[config.mk]
export PLATFORM = sky130hd
export DESIGN_NAME = servo_slew_limiter_pwm_unit
export DESIGN_NICKNAME = d
export VERILOG_FILES = /design/src/rtl/sslpwm_pkg.sv /design/src/rtl/sslpwm_front.sv /design/src/rtl/sslpwm_queue.sv /design/src/rtl/sslpwm_back.sv /design/src/rtl/servo_slew_limiter_pwm_unit.sv
export VERILOG_INCLUDE_DIRS = /design/src /design/src/rtl
export SDC_FILE = /design/constraint.sdc
export NUM_CORES = 1
export LEC_CHECK = 0
export ABC_CLOCK_PERIOD_IN_PS = 17500
export BUFFER_PORTS_ARGS = -buffer_cell sky130_fd_sc_hd__clkbuf_2
export CAP_MARGIN = 20
export CORE_MARGIN = 2
export CORE_UTILIZATION = 55
export CTS_BUF_LIST = sky130_fd_sc_hd__clkbuf_2
export CTS_CLUSTER_DIAMETER = 60
export DETAILED_ROUTE_END_ITERATION = 10
export GPL_TIMING_DRIVEN = 1
export PLACE_DENSITY = 0.78
export SETUP_SLACK_MARGIN = 0.02
export SKIP_LAST_GASP = 1
export SLEW_MARGIN = 25
export SYNTH_ARGS = -nofsm -noshare
export SYNTH_HDL_FRONTEND = slang
export SYNTH_SLANG_ARGS = --single-unit
export TNS_END_PERCENT = 50
[constraint.sdc]
create_clock -name clock -period 17.5 [get_ports clock]
set_input_delay 5.25 -clock clock [delete_from_list [all_inputs] [get_ports clock]]
set_output_delay 5.25 -clock clock [all_outputs]
set_load 0.03 [all_outputs]
[src/rtl/servo_slew_limiter_pwm_unit_defines.svh]
// Assertion macros shared by the servo slew limiter RTL.
// Each macro clocks on clock and is disabled while reset is high.
// Defining ASSERT_OFF turns every macro into an empty line.
`ifndef SERVO_SLEW_LIMITER_PWM_UNIT_DEFINES_SVH
`define SERVO_SLEW_LIMITER_PWM_UNIT_DEFINES_SVH

`ifndef ASSERT_OFF

`define SSL_ASSERT_IMPL(label, ante, cons, msg) \
   label: assert property (@(posedge clock) disable iff (reset) (ante) |-> (cons)) \
      else $error(msg);

`define SSL_ASSERT_NEXT(label, ante, cons, msg) \
   label: assert property (@(posedge clock) disable iff (reset) (ante) |=> (cons)) \
      else $error(msg);

`define SSL_ASSERT_NEVER(label, cond, msg) \
   label: assert property (@(posedge clock) disable iff (reset) !(cond)) \
      else $error(msg);

`else

`define SSL_ASSERT_IMPL(label, ante, cons, msg)
`define SSL_ASSERT_NEXT(label, ante, cons, msg)
`define SSL_ASSERT_NEVER(label, cond, msg)

`endif

`endif

[src/rtl/sslpwm_pkg.sv]
// Shared types, constants and arithmetic helpers of the servo slew limiter.
// No dependencies; every RTL module of the block uses it by scoped names.
package sslpwm_pkg;

   localparam int NUM_CH      = 2;
   localparam int ANGLE_W     = 11;
   localparam int PULSE_W     = 12;
   localparam int TARGET_W    = 16;
   localparam int CSR_IDX_W   = 2;
   localparam int CSR_DATA_W  = 11;
   localparam int RSP_DATA_W  = 48;
   localparam int QUEUE_DEPTH = 2;
   localparam int QUEUE_PTR_W = 1;
   localparam int QUEUE_CNT_W = 2;

   // x * 10 / 9 for x up to 1024 equals (x * 145640) >> 17.
   localparam logic [17:0] RECIP       = 18'd145640;
   localparam int          RECIP_SHIFT = 17;

   typedef logic signed [ANGLE_W-1:0] angle_type;
   typedef logic [PULSE_W-1:0]        pulse_type;

   typedef enum logic [CSR_IDX_W-1:0] {
      CSR_ANGLE_LIMIT = 2'd0,
      CSR_STEP_LIMIT  = 2'd1,
      CSR_DEADBAND    = 2'd2,
      CSR_CENTER      = 2'd3
   } csr_index_type;

   typedef struct packed {
      logic [9:0]  angle_limit;
      logic [9:0]  step_limit;
      logic [7:0]  pulse_deadband;
      logic [10:0] pulse_center;
   } cfg_type;

   typedef struct packed {
      logic      tick;
      logic      channel;
      angle_type target;
   } cmd_type;

   localparam cfg_type CFG_RESET = '{
      angle_limit:    10'd900,
      step_limit:     10'd30,
      pulse_deadband: 8'd3,
      pulse_center:   11'd1500
   };

   localparam pulse_type PULSE_RESET = 12'd1500;

   // Difference from cur to tgt, clamped to plus or minus lim.
   function automatic angle_type step_clamp(angle_type tgt, angle_type cur, logic [9:0] lim);
      logic signed [ANGLE_W:0] diff;
      logic signed [ANGLE_W:0] lim_s;
      logic signed [ANGLE_W:0] res;
      diff  = $signed({tgt[ANGLE_W-1], tgt}) - $signed({cur[ANGLE_W-1], cur});
      lim_s = $signed({2'b00, lim});
      if (diff > lim_s) begin
         res = lim_s;
      end else if (diff < -lim_s) begin
         res = -lim_s;
      end else begin
         res = diff;
      end
      return res[ANGLE_W-1:0];
   endfunction

   // center + angle * 10 / 9 with truncation toward zero, floored at zero and capped at 4095.
   function automatic pulse_type pulse_of(angle_type a, logic [10:0] center);
      logic [ANGLE_W-1:0] mag;
      logic [28:0]        prod;
      logic [10:0]        q;
      logic signed [13:0] q_s;
      logic signed [13:0] us;
      mag  = a[ANGLE_W-1] ? (~a + 11'd1) : a;
      prod = 29'(mag) * 29'(RECIP);
      q    = prod[RECIP_SHIFT +: 11];
      q_s  = $signed({3'b000, q});
      us   = $signed({3'b000, center}) + (a[ANGLE_W-1] ? -q_s : q_s);
      if (us < 14'sd0) begin
         return '0;
      end else if (us > 14'sd4095) begin
         return '1;
      end
      return us[PULSE_W-1:0];
   endfunction

endpackage

[src/rtl/sslpwm_front.sv]
// Front end: takes request beats, decodes the action and clamps the target angle.
// Depends on sslpwm_pkg; feeds sslpwm_queue.
module sslpwm_front (
   input  logic                          req_tvalid,
   output logic                          req_tready,
   input  logic [sslpwm_pkg::TARGET_W-1:0] req_tdata,  // [15:0] target_angle
   input  logic [1:0]                    req_tuser,  // [0] action, [1] channel
   input  logic [9:0]                    angle_limit,
   input  logic                          q_full,
   output logic                          q_push,
   output sslpwm_pkg::cmd_type           q_cmd
);

   logic signed [sslpwm_pkg::TARGET_W:0] req_s;
   logic signed [sslpwm_pkg::TARGET_W:0] lim_s;
   logic signed [sslpwm_pkg::TARGET_W:0] clamped;

   assign req_tready = !q_full;
   assign q_push     = req_tvalid && !q_full;

   always_comb begin
      req_s = $signed({req_tdata[sslpwm_pkg::TARGET_W-1], req_tdata});
      lim_s = $signed({7'd0, angle_limit});
      if (req_s > lim_s) begin
         clamped = lim_s;
      end else if (req_s < -lim_s) begin
         clamped = -lim_s;
      end else begin
         clamped = req_s;
      end
   end

   assign q_cmd.tick    = req_tuser[0];
   assign q_cmd.channel = req_tuser[1];
   assign q_cmd.target  = clamped[sslpwm_pkg::ANGLE_W-1:0];

endmodule

[src/rtl/sslpwm_queue.sv]
// Two-entry command queue between the front end and the execution back end.
// Depends on sslpwm_pkg and the assertion macro header.
`include "servo_slew_limiter_pwm_unit_defines.svh"

module sslpwm_queue (
   input  logic                clock,
   input  logic                reset,
   input  logic                push,
   input  sslpwm_pkg::cmd_type push_cmd,
   output logic                full,
   input  logic                pop,
   output logic                not_empty,
   output sslpwm_pkg::cmd_type head_cmd
);

   sslpwm_pkg::cmd_type                  mem_ff [sslpwm_pkg::QUEUE_DEPTH];
   logic [sslpwm_pkg::QUEUE_PTR_W-1:0]   wr_ptr_ff, wr_ptr_in;
   logic [sslpwm_pkg::QUEUE_PTR_W-1:0]   rd_ptr_ff, rd_ptr_in;
   logic [sslpwm_pkg::QUEUE_CNT_W-1:0]   count_ff, count_in;

   assign full      = (count_ff == sslpwm_pkg::QUEUE_CNT_W'(sslpwm_pkg::QUEUE_DEPTH));
   assign not_empty = (count_ff != '0);
   assign head_cmd  = mem_ff[rd_ptr_ff];

   always_comb begin
      wr_ptr_in = push ? wr_ptr_ff + 1'b1 : wr_ptr_ff;
      rd_ptr_in = pop  ? rd_ptr_ff + 1'b1 : rd_ptr_ff;
      count_in  = count_ff;
      if (push && !pop) begin
         count_in = count_ff + 1'b1;
      end else if (pop && !push) begin
         count_in = count_ff - 1'b1;
      end
   end

   always_ff @(posedge clock) begin
      if (reset) begin
         wr_ptr_ff <= '0;
         rd_ptr_ff <= '0;
         count_ff  <= '0;
      end else begin
         wr_ptr_ff <= wr_ptr_in;
         rd_ptr_ff <= rd_ptr_in;
         count_ff  <= count_in;
      end
   end

   always_ff @(posedge clock) begin
      if (push) begin
         mem_ff[wr_ptr_ff] <= push_cmd;
      end
   end

   `SSL_ASSERT_NEVER(a_count_in_range, count_ff > 2'd2, "queue count above its depth")
   `SSL_ASSERT_NEXT(a_pop_drains, pop && !push, count_ff == $past(count_ff) - 2'd1, "pop did not drain")

endmodule

[src/rtl/sslpwm_back.sv]
// Back end: two-stage execution. Stage one moves the angles, stage two computes
// the pulse widths and holds the result beat. Depends on sslpwm_pkg and the macros.
`include "servo_slew_limiter_pwm_unit_defines.svh"

module sslpwm_back (
   input  logic                               clock,
   input  logic                               reset,
   input  sslpwm_pkg::cfg_type                cfg,
   input  logic                               q_valid,
   input  sslpwm_pkg::cmd_type                q_cmd,
   output logic                               q_pop,
   output logic                               rsp_tvalid,
   input  logic                               rsp_tready,
   output logic [sslpwm_pkg::RSP_DATA_W-1:0]  rsp_tdata
);

   sslpwm_pkg::angle_type target_ff [sslpwm_pkg::NUM_CH];
   sslpwm_pkg::angle_type target_in [sslpwm_pkg::NUM_CH];
   sslpwm_pkg::angle_type cur_ff    [sslpwm_pkg::NUM_CH];
   sslpwm_pkg::angle_type cur_in    [sslpwm_pkg::NUM_CH];
   sslpwm_pkg::angle_type diff      [sslpwm_pkg::NUM_CH];

   logic                       s1_valid_ff;
   logic                       s1_tick_ff;
   logic [sslpwm_pkg::NUM_CH-1:0] s1_moved_ff, s1_moved_in;

   sslpwm_pkg::pulse_type last_pulse_ff [sslpwm_pkg::NUM_CH];
   sslpwm_pkg::pulse_type last_pulse_in [sslpwm_pkg::NUM_CH];
   sslpwm_pkg::pulse_type new_pulse     [sslpwm_pkg::NUM_CH];
   logic [sslpwm_pkg::PULSE_W-1:0] change [sslpwm_pkg::NUM_CH];
   logic [sslpwm_pkg::NUM_CH-1:0]  wr;

   logic                          out_valid_ff;
   logic                          out_tick_ff;
   logic [sslpwm_pkg::NUM_CH-1:0] out_written_ff;
   sslpwm_pkg::angle_type         out_angle_ff [sslpwm_pkg::NUM_CH];

   logic advance;

   // The whole pipe moves together whenever the result register can take a beat.
   assign advance = !out_valid_ff || rsp_tready;
   assign q_pop   = advance && q_valid;

   // Stage one: target writes and the slew step of each channel.
   always_comb begin
      for (int i = 0; i < sslpwm_pkg::NUM_CH; i++) begin
         diff[i]        = sslpwm_pkg::step_clamp(target_ff[i], cur_ff[i], cfg.step_limit);
         s1_moved_in[i] = (diff[i] != '0);
         cur_in[i]      = (q_pop && q_cmd.tick) ? cur_ff[i] + diff[i] : cur_ff[i];
         target_in[i]   = target_ff[i];
         if (q_pop && !q_cmd.tick && (q_cmd.channel == i[0])) begin
            target_in[i] = q_cmd.target;
         end
      end
   end

   // Stage two: cur_ff already holds the angles left by the item in stage one.
   always_comb begin
      for (int i = 0; i < sslpwm_pkg::NUM_CH; i++) begin
         new_pulse[i] = sslpwm_pkg::pulse_of(cur_ff[i], cfg.pulse_center);
         change[i]    = (new_pulse[i] > last_pulse_ff[i]) ? new_pulse[i] - last_pulse_ff[i]
                                                          : last_pulse_ff[i] - new_pulse[i];
         wr[i]        = s1_valid_ff && s1_tick_ff && s1_moved_ff[i]
                        && (change[i] >= 12'(cfg.pulse_deadband));
         last_pulse_in[i] = wr[i] ? new_pulse[i] : last_pulse_ff[i];
      end
   end

   always_ff @(posedge clock) begin
      if (reset) begin
         s1_valid_ff  <= 1'b0;
         out_valid_ff <= 1'b0;
         for (int i = 0; i < sslpwm_pkg::NUM_CH; i++) begin
            target_ff[i]     <= '0;
            cur_ff[i]        <= '0;
            last_pulse_ff[i] <= sslpwm_pkg::PULSE_RESET;
         end
      end else if (advance) begin
         s1_valid_ff  <= q_pop;
         out_valid_ff <= s1_valid_ff;
         for (int i = 0; i < sslpwm_pkg::NUM_CH; i++) begin
            target_ff[i]     <= target_in[i];
            cur_ff[i]        <= cur_in[i];
            last_pulse_ff[i] <= last_pulse_in[i];
         end
      end
   end

   always_ff @(posedge clock) begin
      if (advance) begin
         s1_tick_ff     <= q_cmd.tick;
         s1_moved_ff    <= s1_moved_in;
         out_tick_ff    <= s1_tick_ff;
         out_written_ff <= wr;
         for (int i = 0; i < sslpwm_pkg::NUM_CH; i++) begin
            out_angle_ff[i] <= cur_ff[i];
         end
      end
   end

   assign rsp_tvalid = out_valid_ff;
   assign rsp_tdata  = {out_angle_ff[1], out_angle_ff[0], out_written_ff[1], out_written_ff[0],
                        last_pulse_ff[1], last_pulse_ff[0]};

   `SSL_ASSERT_NEXT(a_stall_holds_state, out_valid_ff && !rsp_tready, $stable(cur_ff[0]) && $stable(cur_ff[1]) && $stable(last_pulse_ff[0]) && $stable(last_pulse_ff[1]), "state moved during a stall")
   `SSL_ASSERT_IMPL(a_written_only_on_tick, out_valid_ff && (out_written_ff != '0), out_tick_ff, "pulse written by a set-target item")
   `SSL_ASSERT_NEXT(a_write_changes_pulse, advance && wr[0] && (cfg.pulse_deadband != 8'd0), last_pulse_ff[0] != $past(last_pulse_ff[0]), "pan write left the pulse unchanged")

endmodule

[src/rtl/servo_slew_limiter_pwm_unit.sv]
// Top level of the two-channel servo slew limiter with pulse-width output.
// Depends on sslpwm_pkg, sslpwm_front, sslpwm_queue and sslpwm_back.
//
// The block takes one request beat per clock while req_tready is high and returns
// one result beat for each request, in order. A beat goes from the front end into
// a two-entry queue, then through the two back-end stages (slew step, then pulse
// width and result register). With rsp_tready held high the block sustains one
// beat per cycle; the queue holds requests that arrive while a result is stalled,
// until it is full.
// Configuration registers are written through csr_we, csr_index and csr_wdata
// and must only change while no request is in flight.
module servo_slew_limiter_pwm_unit (
   input  logic                                 clock,
   input  logic                                 reset,
   input  logic                                 req_tvalid,
   output logic                                 req_tready,
   input  logic [sslpwm_pkg::TARGET_W-1:0]      req_tdata,  // [15:0] target_angle
   input  logic [1:0]                           req_tuser,  // [0] action, [1] channel
   output logic                                 rsp_tvalid,
   input  logic                                 rsp_tready,
   // [11:0] pan_pulse, [23:12] tilt_pulse, [24] pan_written, [25] tilt_written,
   // [36:26] pan_angle, [47:37] tilt_angle
   output logic [sslpwm_pkg::RSP_DATA_W-1:0]    rsp_tdata,
   input  logic                                 csr_we,
   input  logic [sslpwm_pkg::CSR_IDX_W-1:0]     csr_index,
   input  logic [sslpwm_pkg::CSR_DATA_W-1:0]    csr_wdata
);

   sslpwm_pkg::cfg_type cfg_ff, cfg_in;
   sslpwm_pkg::cmd_type push_cmd, head_cmd;
   logic                q_full, q_push, q_pop, q_not_empty;

   always_comb begin
      cfg_in = cfg_ff;
      if (csr_we) begin
         case (sslpwm_pkg::csr_index_type'(csr_index))
            sslpwm_pkg::CSR_ANGLE_LIMIT: cfg_in.angle_limit    = csr_wdata[9:0];
            sslpwm_pkg::CSR_STEP_LIMIT:  cfg_in.step_limit     = csr_wdata[9:0];
            sslpwm_pkg::CSR_DEADBAND:    cfg_in.pulse_deadband = csr_wdata[7:0];
            sslpwm_pkg::CSR_CENTER:      cfg_in.pulse_center   = csr_wdata;
            default: cfg_in = cfg_ff;
         endcase
      end
   end

   always_ff @(posedge clock) begin
      if (reset) begin
         cfg_ff <= sslpwm_pkg::CFG_RESET;
      end else begin
         cfg_ff <= cfg_in;
      end
   end

   sslpwm_front u_front (
      .req_tvalid  (req_tvalid),
      .req_tready  (req_tready),
      .req_tdata   (req_tdata),
      .req_tuser   (req_tuser),
      .angle_limit (cfg_ff.angle_limit),
      .q_full      (q_full),
      .q_push      (q_push),
      .q_cmd       (push_cmd)
   );

   sslpwm_queue u_queue (
      .clock     (clock),
      .reset     (reset),
      .push      (q_push),
      .push_cmd  (push_cmd),
      .full      (q_full),
      .pop       (q_pop),
      .not_empty (q_not_empty),
      .head_cmd  (head_cmd)
   );

   sslpwm_back u_back (
      .clock      (clock),
      .reset      (reset),
      .cfg        (cfg_ff),
      .q_valid    (q_not_empty),
      .q_cmd      (head_cmd),
      .q_pop      (q_pop),
      .rsp_tvalid (rsp_tvalid),
      .rsp_tready (rsp_tready),
      .rsp_tdata  (rsp_tdata)
   );

endmodule

==> impl_results.md, run 1 <==
- Outcome: complete, no violations
- Xor-xnor portion of the synthesized cell area: 5.71%
- Largest net degree at the start of global routing: 38
- Total CTS buffers: 17
- Sink Count: 167
- Final period util: 83.1%
- Slew Limit Fails: 0
- Sequential area share after synthesis: 22.0%
- Routed vias: 17737
- Syn Nets: 2858
- Crit Reg-Reg Endpoint: u_back.last_pulse_ff[0][21]$_SDFFCE_PN0P_
- Core area: 0.0374 mm2
- Post-synthesis mux area share: 2.05%
- Worst skew pair latency: 0.87 ns
- Number of flops mapped to enable cells by yosys: 121
- Synthesis Warnings: 0
- Detailed Place HPWL: 45.9 mm
- Synth cell types: 86
- Hold path start: cfg_ff[14]$_SDFFE_PP0P_
- Async SR Flop Fraction: 0%
- Port Buffers: 85
- Die area: 0.0392 mm2
- Die width: 198 um
- GPL Wtd Cong: 0.948
- Slowest stage delay, CP: 0.78 ns
- Area delta synth->final: 6.08%
- Drt first pass iters: 5
- Clock period minus worst slack: 14.55 ns
- Worst Hold Class: reg -> reg
- Simple-gate area share of the yosys netlist: 14.2%
- Setup CP Type: reg -> reg
- Die Y-Extent: 198 um
- R2r startpoint: u_back.cur_ff[0][11]$_SDFFCE_PN0P_
- Nets: 2906
- Reg2Reg Depth: 54
- Register bit count reported by yosys: 167
- Routed WL: 55.9 mm
- Wire per inst: 18.9 um
- Initial Util: 55.4%
- Fin. Hold Viols: 0
- Critical path required time: 18.06 ns
- Vias per cell: 6.01
- Layout cell share with drive strength beyond 1: 7.01%
- Drc violations: 0
- Worst-path clk slew: 0.33 ns
- Grt ovf: 0
- CTS tree: yes
- CTS root buffer: clkbuf_2
- Reg2Reg Setup Slack: 2.95 ns
- Type of origin of the critical path: register
- Worst Path Max Fanout: 26
- Postcts setup bufs: 0
- Placement Rows: 71
- Antenna viol nets, final: 0
- Metal3 WL: 2.83 mm
- Post-CTS Resized: 0
- First-pass GRT wire length: 89.7 mm
- Fmax: 0.0687 GHz
- Initial antenna violation count: 1
- Hold_buf cts: 0
- Synth Area in Adders: 29.9%
- Avg Inst Size Synth: 8.70 um2
- Clock tree buffer depth: 2
- Worst-Margin Slew: 1.09 ns
- Commonest non-fill, non-tap cell in the layout: ha_1
- Worst Hold End: cfg_ff[14]$_SDFFE_PP0P_
- Dominant synthesized flop cell: edfxtp_1
- Slew headroom: 26.6%
- WHS: 0.475 ns
- DR iter-0 viols: 1279
- Top Layer Used: met4
- M1 WL: 23.7 mm
- Most frequent cells in the layout: ha_1, inv_1, a21oi_1, nor2_1, nand2_1
- Layout fillers: 3258
- Final setup viols: 0
- Most common cell type on the critical path: inv_1
- Clock Skew: 0.0412 ns
- Compound-Gate Fraction of Synth Area: 18.8%
- RSZ-0062 raised after global routing: false
- Main combinational cell family by area after synthesis: adder cells
- Boundary Pins: 86
- H-tree Lvls: 4
- Final TNS setup: 0 ns
- WP data arrival: 15.11 ns
- Crit. End Element: register
- Global Route Usage Sum: 28.9%
- Worst path slowest cell: xnor2_1
- Post-Layout Cell Count: 2953
- Cell count after synthesis: 2379
- Vias in the first global route: 17470
- Max Cap Viol: 0
- Worst Hold Path Cells: 2
- Placed insts: 2919
- Met2 WL: 27.2 mm
- Mapped Area: 0.0207 mm2
critical path: cells and delay by family, from the launching register on:
kind / cells / cell delay [ns]
AND/OR/NAND/NOR: 10 / 1.61
adder cells (fa/ha/maj): 12 / 4.54
buffers and inverters: 9 / 0.79
XOR/XNOR: 2 / 0.97
AO/OA/AOI/OAI: 21 / 5.56
flip-flops: 1 / 0.77
stage by stage:
| stage | utilization, % | instance area, um2 | setup slack (ns) |
|---|---|---|---|
| floorplan | - | 20700 | 4.74 |
| global placement | 57.8 | 21600 | 2.83 |
| detailed placement | 57.8 | 21600 | 2.71 |
| CTS | 58.6 | 21900 | 2.66 |
| global route | 58.7 | 22000 | 1.78 |
| finish | 58.7 | 22000 | 2.95 |
cell usage after synthesis, types with 9 or more instances:
cell        n  area share (%)
a211oi_1   28             1.0
a21o_1     65             2.4
a21oi_1   172             4.2
a31oi_1    22            0.66
and2_1     14            0.42
and3_1     22            0.66
buf_2      12            0.29
clkbuf_1   57             1.0
dfxtp_1    46             4.4
edfxtp_1  121              18
fa_1       86             8.3
ha_1      357              22
inv_1     322             5.8
mux2i_1    39             1.9
nand2_1   137             2.5
nand2b_1   27            0.82
nand3_1    56             1.4
nand4_1    16            0.48
nor2_1    163             3.0
nor2b_1    40             1.2
nor3_1     50             1.2
nor4_1      9            0.27
o211ai_1   17            0.62
o21a_1     29             1.1
o21ai_0   102             2.5
o21ai_1    12            0.29
o21bai_1   18            0.65
o22ai_1    15            0.45
o31ai_1    19            0.69
or2_2      11            0.33
or3_1      15            0.45
xnor2_1   100             4.2
xor2_1     35             1.5
worst max-delay path by stage:
| stage | endpoint | slack (ns) | startpoint |
|---|---|---|---|
| after detailed placement | u_back.last_pulse_ff[0][23]$_SDFFCE_PN0P_ | 2.71 | u_back.cur_ff[0][11]$_SDFFCE_PN0P_ |
| after global routing | u_back.last_pulse_ff[0][23]$_SDFFCE_PN0P_ | 1.78 | u_back.cur_ff[0][11]$_SDFFCE_PN0P_ |
| after floorplan | u_back.last_pulse_ff[0][0]$_SDFFCE_PN0P_ | 4.74 | u_back.cur_ff[0][5]$_SDFFCE_PN0P_ |
| after global placement | u_back.last_pulse_ff[0][23]$_SDFFCE_PN0P_ | 2.83 | u_back.cur_ff[0][21]$_SDFFCE_PN0P_ |
| after CTS | u_back.last_pulse_ff[0][21]$_SDFFCE_PN0P_ | 2.66 | u_back.cur_ff[0][11]$_SDFFCE_PN0P_ |
| final | u_back.last_pulse_ff[0][21]$_SDFFCE_PN0P_ | 2.95 | u_back.cur_ff[0][11]$_SDFFCE_PN0P_ |
flip-flops by register name, summed over array words and instances, names as in the netlist, 2 cells and up, named ones only:
signal,cells
cfg_ff,39
u_queue.mem_ff,26
u_back.last_pulse_ff,24
u_back.cur_ff,22
u_back.out_angle_ff,22
u_back.target_ff,22
u_back.out_written_ff,2
u_back.s1_moved_ff,2
u_queue.count_ff,2
kinds of logic after synthesis:
kind of cell,count (synthesis)
AO/OA/AOI/OAI,597
AND/OR/NAND/NOR,597
adder cells (fa/ha/maj),443
buffers and inverters,398
flip-flops,167
XOR/XNOR,135
multiplexers,42
area by class of cell:
type                    instances  area (um2)  area share, %
clock buffers                  17        85.1          0.387
clock inverters                15         216          0.986
well taps                     511         639           2.91
repair buffers                104         568           2.59
diodes                          2        5.00         0.0228
multi-input cells            1814       14700           66.8
flip-flops and latches        167        4550           20.7
inverters                     323        1210           5.52
metal layers:
metal  GRT usage (%)  vias to the layer above
met5               0                        -
met4            12.5                        0
met3            2.81                      122
met2            50.6                      555
met1            36.4                     8557
li1                -                     8503
Power of run 1 is not shown: default switching activity piles up to over one toggle a cycle in this logic, so the estimate is an artifact.
==> inputs of run 2 (changes only) <==
--- a/config.mk
+++ b/config.mk
@@ -6,7 +6,7 @@
 export SDC_FILE = /design/constraint.sdc
 export NUM_CORES = 1
 export LEC_CHECK = 0
-export ABC_CLOCK_PERIOD_IN_PS = 17500
+export ABC_CLOCK_PERIOD_IN_PS = 12800
 export BUFFER_PORTS_ARGS = -buffer_cell sky130_fd_sc_hd__clkbuf_2
 export CAP_MARGIN = 20
 export CORE_MARGIN = 2
@@ -15,7 +15,7 @@
 export CTS_CLUSTER_DIAMETER = 60
 export DETAILED_ROUTE_END_ITERATION = 10
 export GPL_TIMING_DRIVEN = 1
-export PLACE_DENSITY = 0.78
+export PLACE_DENSITY = 0.81
 export SETUP_SLACK_MARGIN = 0.02
 export SKIP_LAST_GASP = 1
 export SLEW_MARGIN = 25
==> constraint.sdc (replaced) <==
create_clock -name clock -period 12.8 [get_ports clock]
set_input_delay 3.84 -clock clock [delete_from_list [all_inputs] [get_ports clock]]
set_output_delay 3.84 -clock clock [all_outputs]
set_load 0.03 [all_outputs]
==> run 2 against run 1 <==
Net effect:
- critical path depth down 3
- fmax is 19% higher
- count of clock-buffer cells in the layout increased by 1
- flip-flop and latch count did not move
- routed wire length is 0.92% higher
- first-iteration DRC count grew 10%
- critical endpoint is now u_back.last_pulse_ff[0][7]$_SDFFCE_PN1P_
- global-route usage rose by 0.16 points
- design area grew 4.2%
- die area is the same
- worst setup slack worse by 2.4 ns
- final cell count grew 2.8%
- clock skew grew 0.023 ns
==> impl_results.md, run 2 (synthesis gave the netlist of run 1 again) <==
- Outcome: complete, no violations (unchanged)
- Top Registers: cfg_ff: 39 flops, u_queue.mem_ff: 26 flops, u_back.last_pulse_ff: 24 flops (unchanged)
- Layout fillers: 3260 (was 3258)
- CTS root buffer: clkbuf_2 (unchanged)
- Port Buffers: 85 (unchanged)
- Fin. Hold Viols: 0 (unchanged)
- Final period util: 95.7% (was 83.1%)
- Worst-Margin Slew: 1.06 ns (was 1.09 ns)
- Crit-path leading delay family: compound AO/OA/AOI/OAI gates (unchanged)
- Layout cell share with drive strength beyond 1: 12.3% (was 7.01%)
- WP data arrival: 12.93 ns (was 15.11 ns)
- Wire per inst: 18.6 um (was 18.9 um)
- Post-DP Area: 0.0221 mm2 (was 0.0216 mm2)
- Clock tree buffer depth: 2 (unchanged)
- Initial antenna violation count: 1 (unchanged)
- Detailed Place HPWL: 46.2 mm (was 45.9 mm)
- Die Y-Extent: 198 um (unchanged)
- Routed vias: 18059 (was 17737)
- Nets: 2989 (was 2906)
- Global Route Usage Sum: 29.1% (was 28.9%)
- Worst-path clk slew: 0.28 ns (was 0.33 ns)
- Worst path slowest cell: or4_4 (was xnor2_1)
- Setup CP Type: reg -> reg (unchanged)
- Worst skew pair latency: 0.89 ns (was 0.87 ns)
- Placement Rows: 71 (unchanged)
- Largest Register: cfg_ff (unchanged)
- Drt first pass iters: 6 (was 5)
- Final setup viols: 0 (unchanged)
- Core area: 0.0374 mm2 (unchanged)
- Clock Skew: 0.0639 ns (was 0.0412 ns)
- DR iter-0 viols: 1407 (was 1279)
- Routed WL: 56.4 mm (was 55.9 mm)
- Slew headroom: 28.4% (was 26.6%)
- Antenna viol nets, final: 0 (unchanged)
- Largest net degree at the start of global routing: 33 (was 38)
- H-tree Lvls: 4 (unchanged)
- Die width: 198 um (unchanged)
- First-pass GRT wire length: 90.5 mm (was 89.7 mm)
- Most frequent cells in the layout: ha_1, inv_1, a21oi_1, nor2_1, nand2_1 (unchanged)
- Final Util: 61.2% (was 58.7%)
- Vias in the first global route: 17899 (was 17470)
- GPL Wtd Cong: 0.938 (was 0.948)
- Total CTS buffers: 17 (unchanged)
- Slowest stage delay, CP: 0.57 ns (was 0.78 ns)
- Slew Limit Fails: 0 (unchanged)
- Grt ovf: 0 (unchanged)
- Critical path required time: 13.48 ns (was 18.06 ns)
- Largest register FFs: 39 (unchanged)
- Worst Path Max Fanout: 7 (was 26)
- Area of the multi-input gates: 0.0150 mm2 (was 0.0147 mm2)
- Area delta synth->final: 10.5% (was 6.08%)
- Boundary Pins: 86 (unchanged)
- Max Cap Viol: 0 (unchanged)
- Vias per cell: 5.95 (was 6.01)
- CTS tree: yes (unchanged)
- Finished layout cell area: 0.0229 mm2 (was 0.0220 mm2)
- Commonest non-fill, non-tap cell in the layout: ha_1 (unchanged)
- Die area: 0.0392 mm2 (unchanged)
- Crit. End Element: register (unchanged)
- Fmax: 0.0817 GHz (was 0.0687 GHz)
- Initial Util: 55.4% (unchanged)
- Most common cell type on the critical path: fa_1 (was inv_1)
- Type of origin of the critical path: register (unchanged)
- Worst Hold Class: reg -> reg (unchanged)
- Clock period minus worst slack: 12.24 ns (was 14.55 ns)
- WP buf/inv: 6 (was 9)
- Drc violations: 0 (unchanged)
- Sink Count: 167 (unchanged)
- Reg area: 0.00455 mm2 (unchanged)
## run 2: cell types whose count changed in the layout (fill, tap and decap cells not counted), moves of 4 or more
cell / before / now
a21oi_2: 0 / 10
buf_6: 0 / 4
clkinv_8: 6 / 1
buf_4: 19 / 95
o21ai_0: 102 / 88
a211oi_2: 0 / 4
ha_1: 357 / 351
nor3_1: 50 / 46
a21oi_1: 172 / 161
a211oi_1: 28 / 24
o21ai_2: 0 / 6
o21ai_1: 12 / 19
inv_12: 5 / 0
## run 2: layout make-up
type / count / share of cell area [%]
Multi-Input combinational cell: 1815 / 65.7
Sequential cell: 167 / 19.9
Timing Repair Buffer: 186 / 5.37
Inverter: 323 / 5.30
Tap cell: 511 / 2.79
Clock inverter: 14 / 0.503
Clock buffer: 18 / 0.394
Antenna cell: 1 / 0.0109
## run 2: worst paths after layout
check / from / to / slack, ns / depth (start not counted)
setup / recovery: u_back.cur_ff[0][4]$_SDFFCE_PN0P_ / u_back.last_pulse_ff[0][7]$_SDFFCE_PN1P_ / 0.56 / 51
hold reg to reg: cfg_ff[14]$_SDFFE_PP0P_ / cfg_ff[14]$_SDFFE_PP0P_ / 0.47 / 2
hold / removal: cfg_ff[14]$_SDFFE_PP0P_ / cfg_ff[14]$_SDFFE_PP0P_ / 0.47 / 2
setup reg to reg: u_back.cur_ff[0][4]$_SDFFCE_PN0P_ / u_back.last_pulse_ff[0][7]$_SDFFCE_PN1P_ / 0.56 / 51
## run 2: metal layers
layer	GRT usage [%]	vias to the layer above	part of all wire (%)
met4	10.4	0	3.4
met2	50.2	675	48
met3	3.97	124	6.3
met5	0	-	0
met1	37.3	8584	43
li1	-	8676	-
## run 2: worst register-to-register path: cells and delay by family, from the launching register on
family,cells,cell delay (ns)
multiplexers,1,0.24
flip-flops,1,0.43
buffers and inverters,6,0.77
AO/OA/AOI/OAI,21,3.91
adder cells (fa/ha/maj),9,3.48
AND/OR/NAND/NOR,12,2.90
XOR/XNOR,2,0.39
## run 2: timing repair
action                                 in CTS  in global routing
pin swaps                                   1                 17
cloned                                      0                  3
buffers inserted                            0                 16
gates resized for setup                     4                 91
hold buffers                                0                  0
endpoints found under the hold margin       0                  0
setup endpoints to repair                  13                 26
## run 2: through the flow
stage          hold WS (ns)  instances  setup TNS, ns  worst slack (ns)
6_report              0.474       3035              0             0.556
4_1_cts               0.475       3015              0            0.0442
2_1_floorplan         0.421       2379              0            0.0441
3_3_place_gp          0.445       2983              0             0.125
3_5_place_dp          0.447       2983          -3.65            -0.298
5_1_grt               0.510       3035         -0.167           -0.0284
Power of run 2 is left out for the same reason.
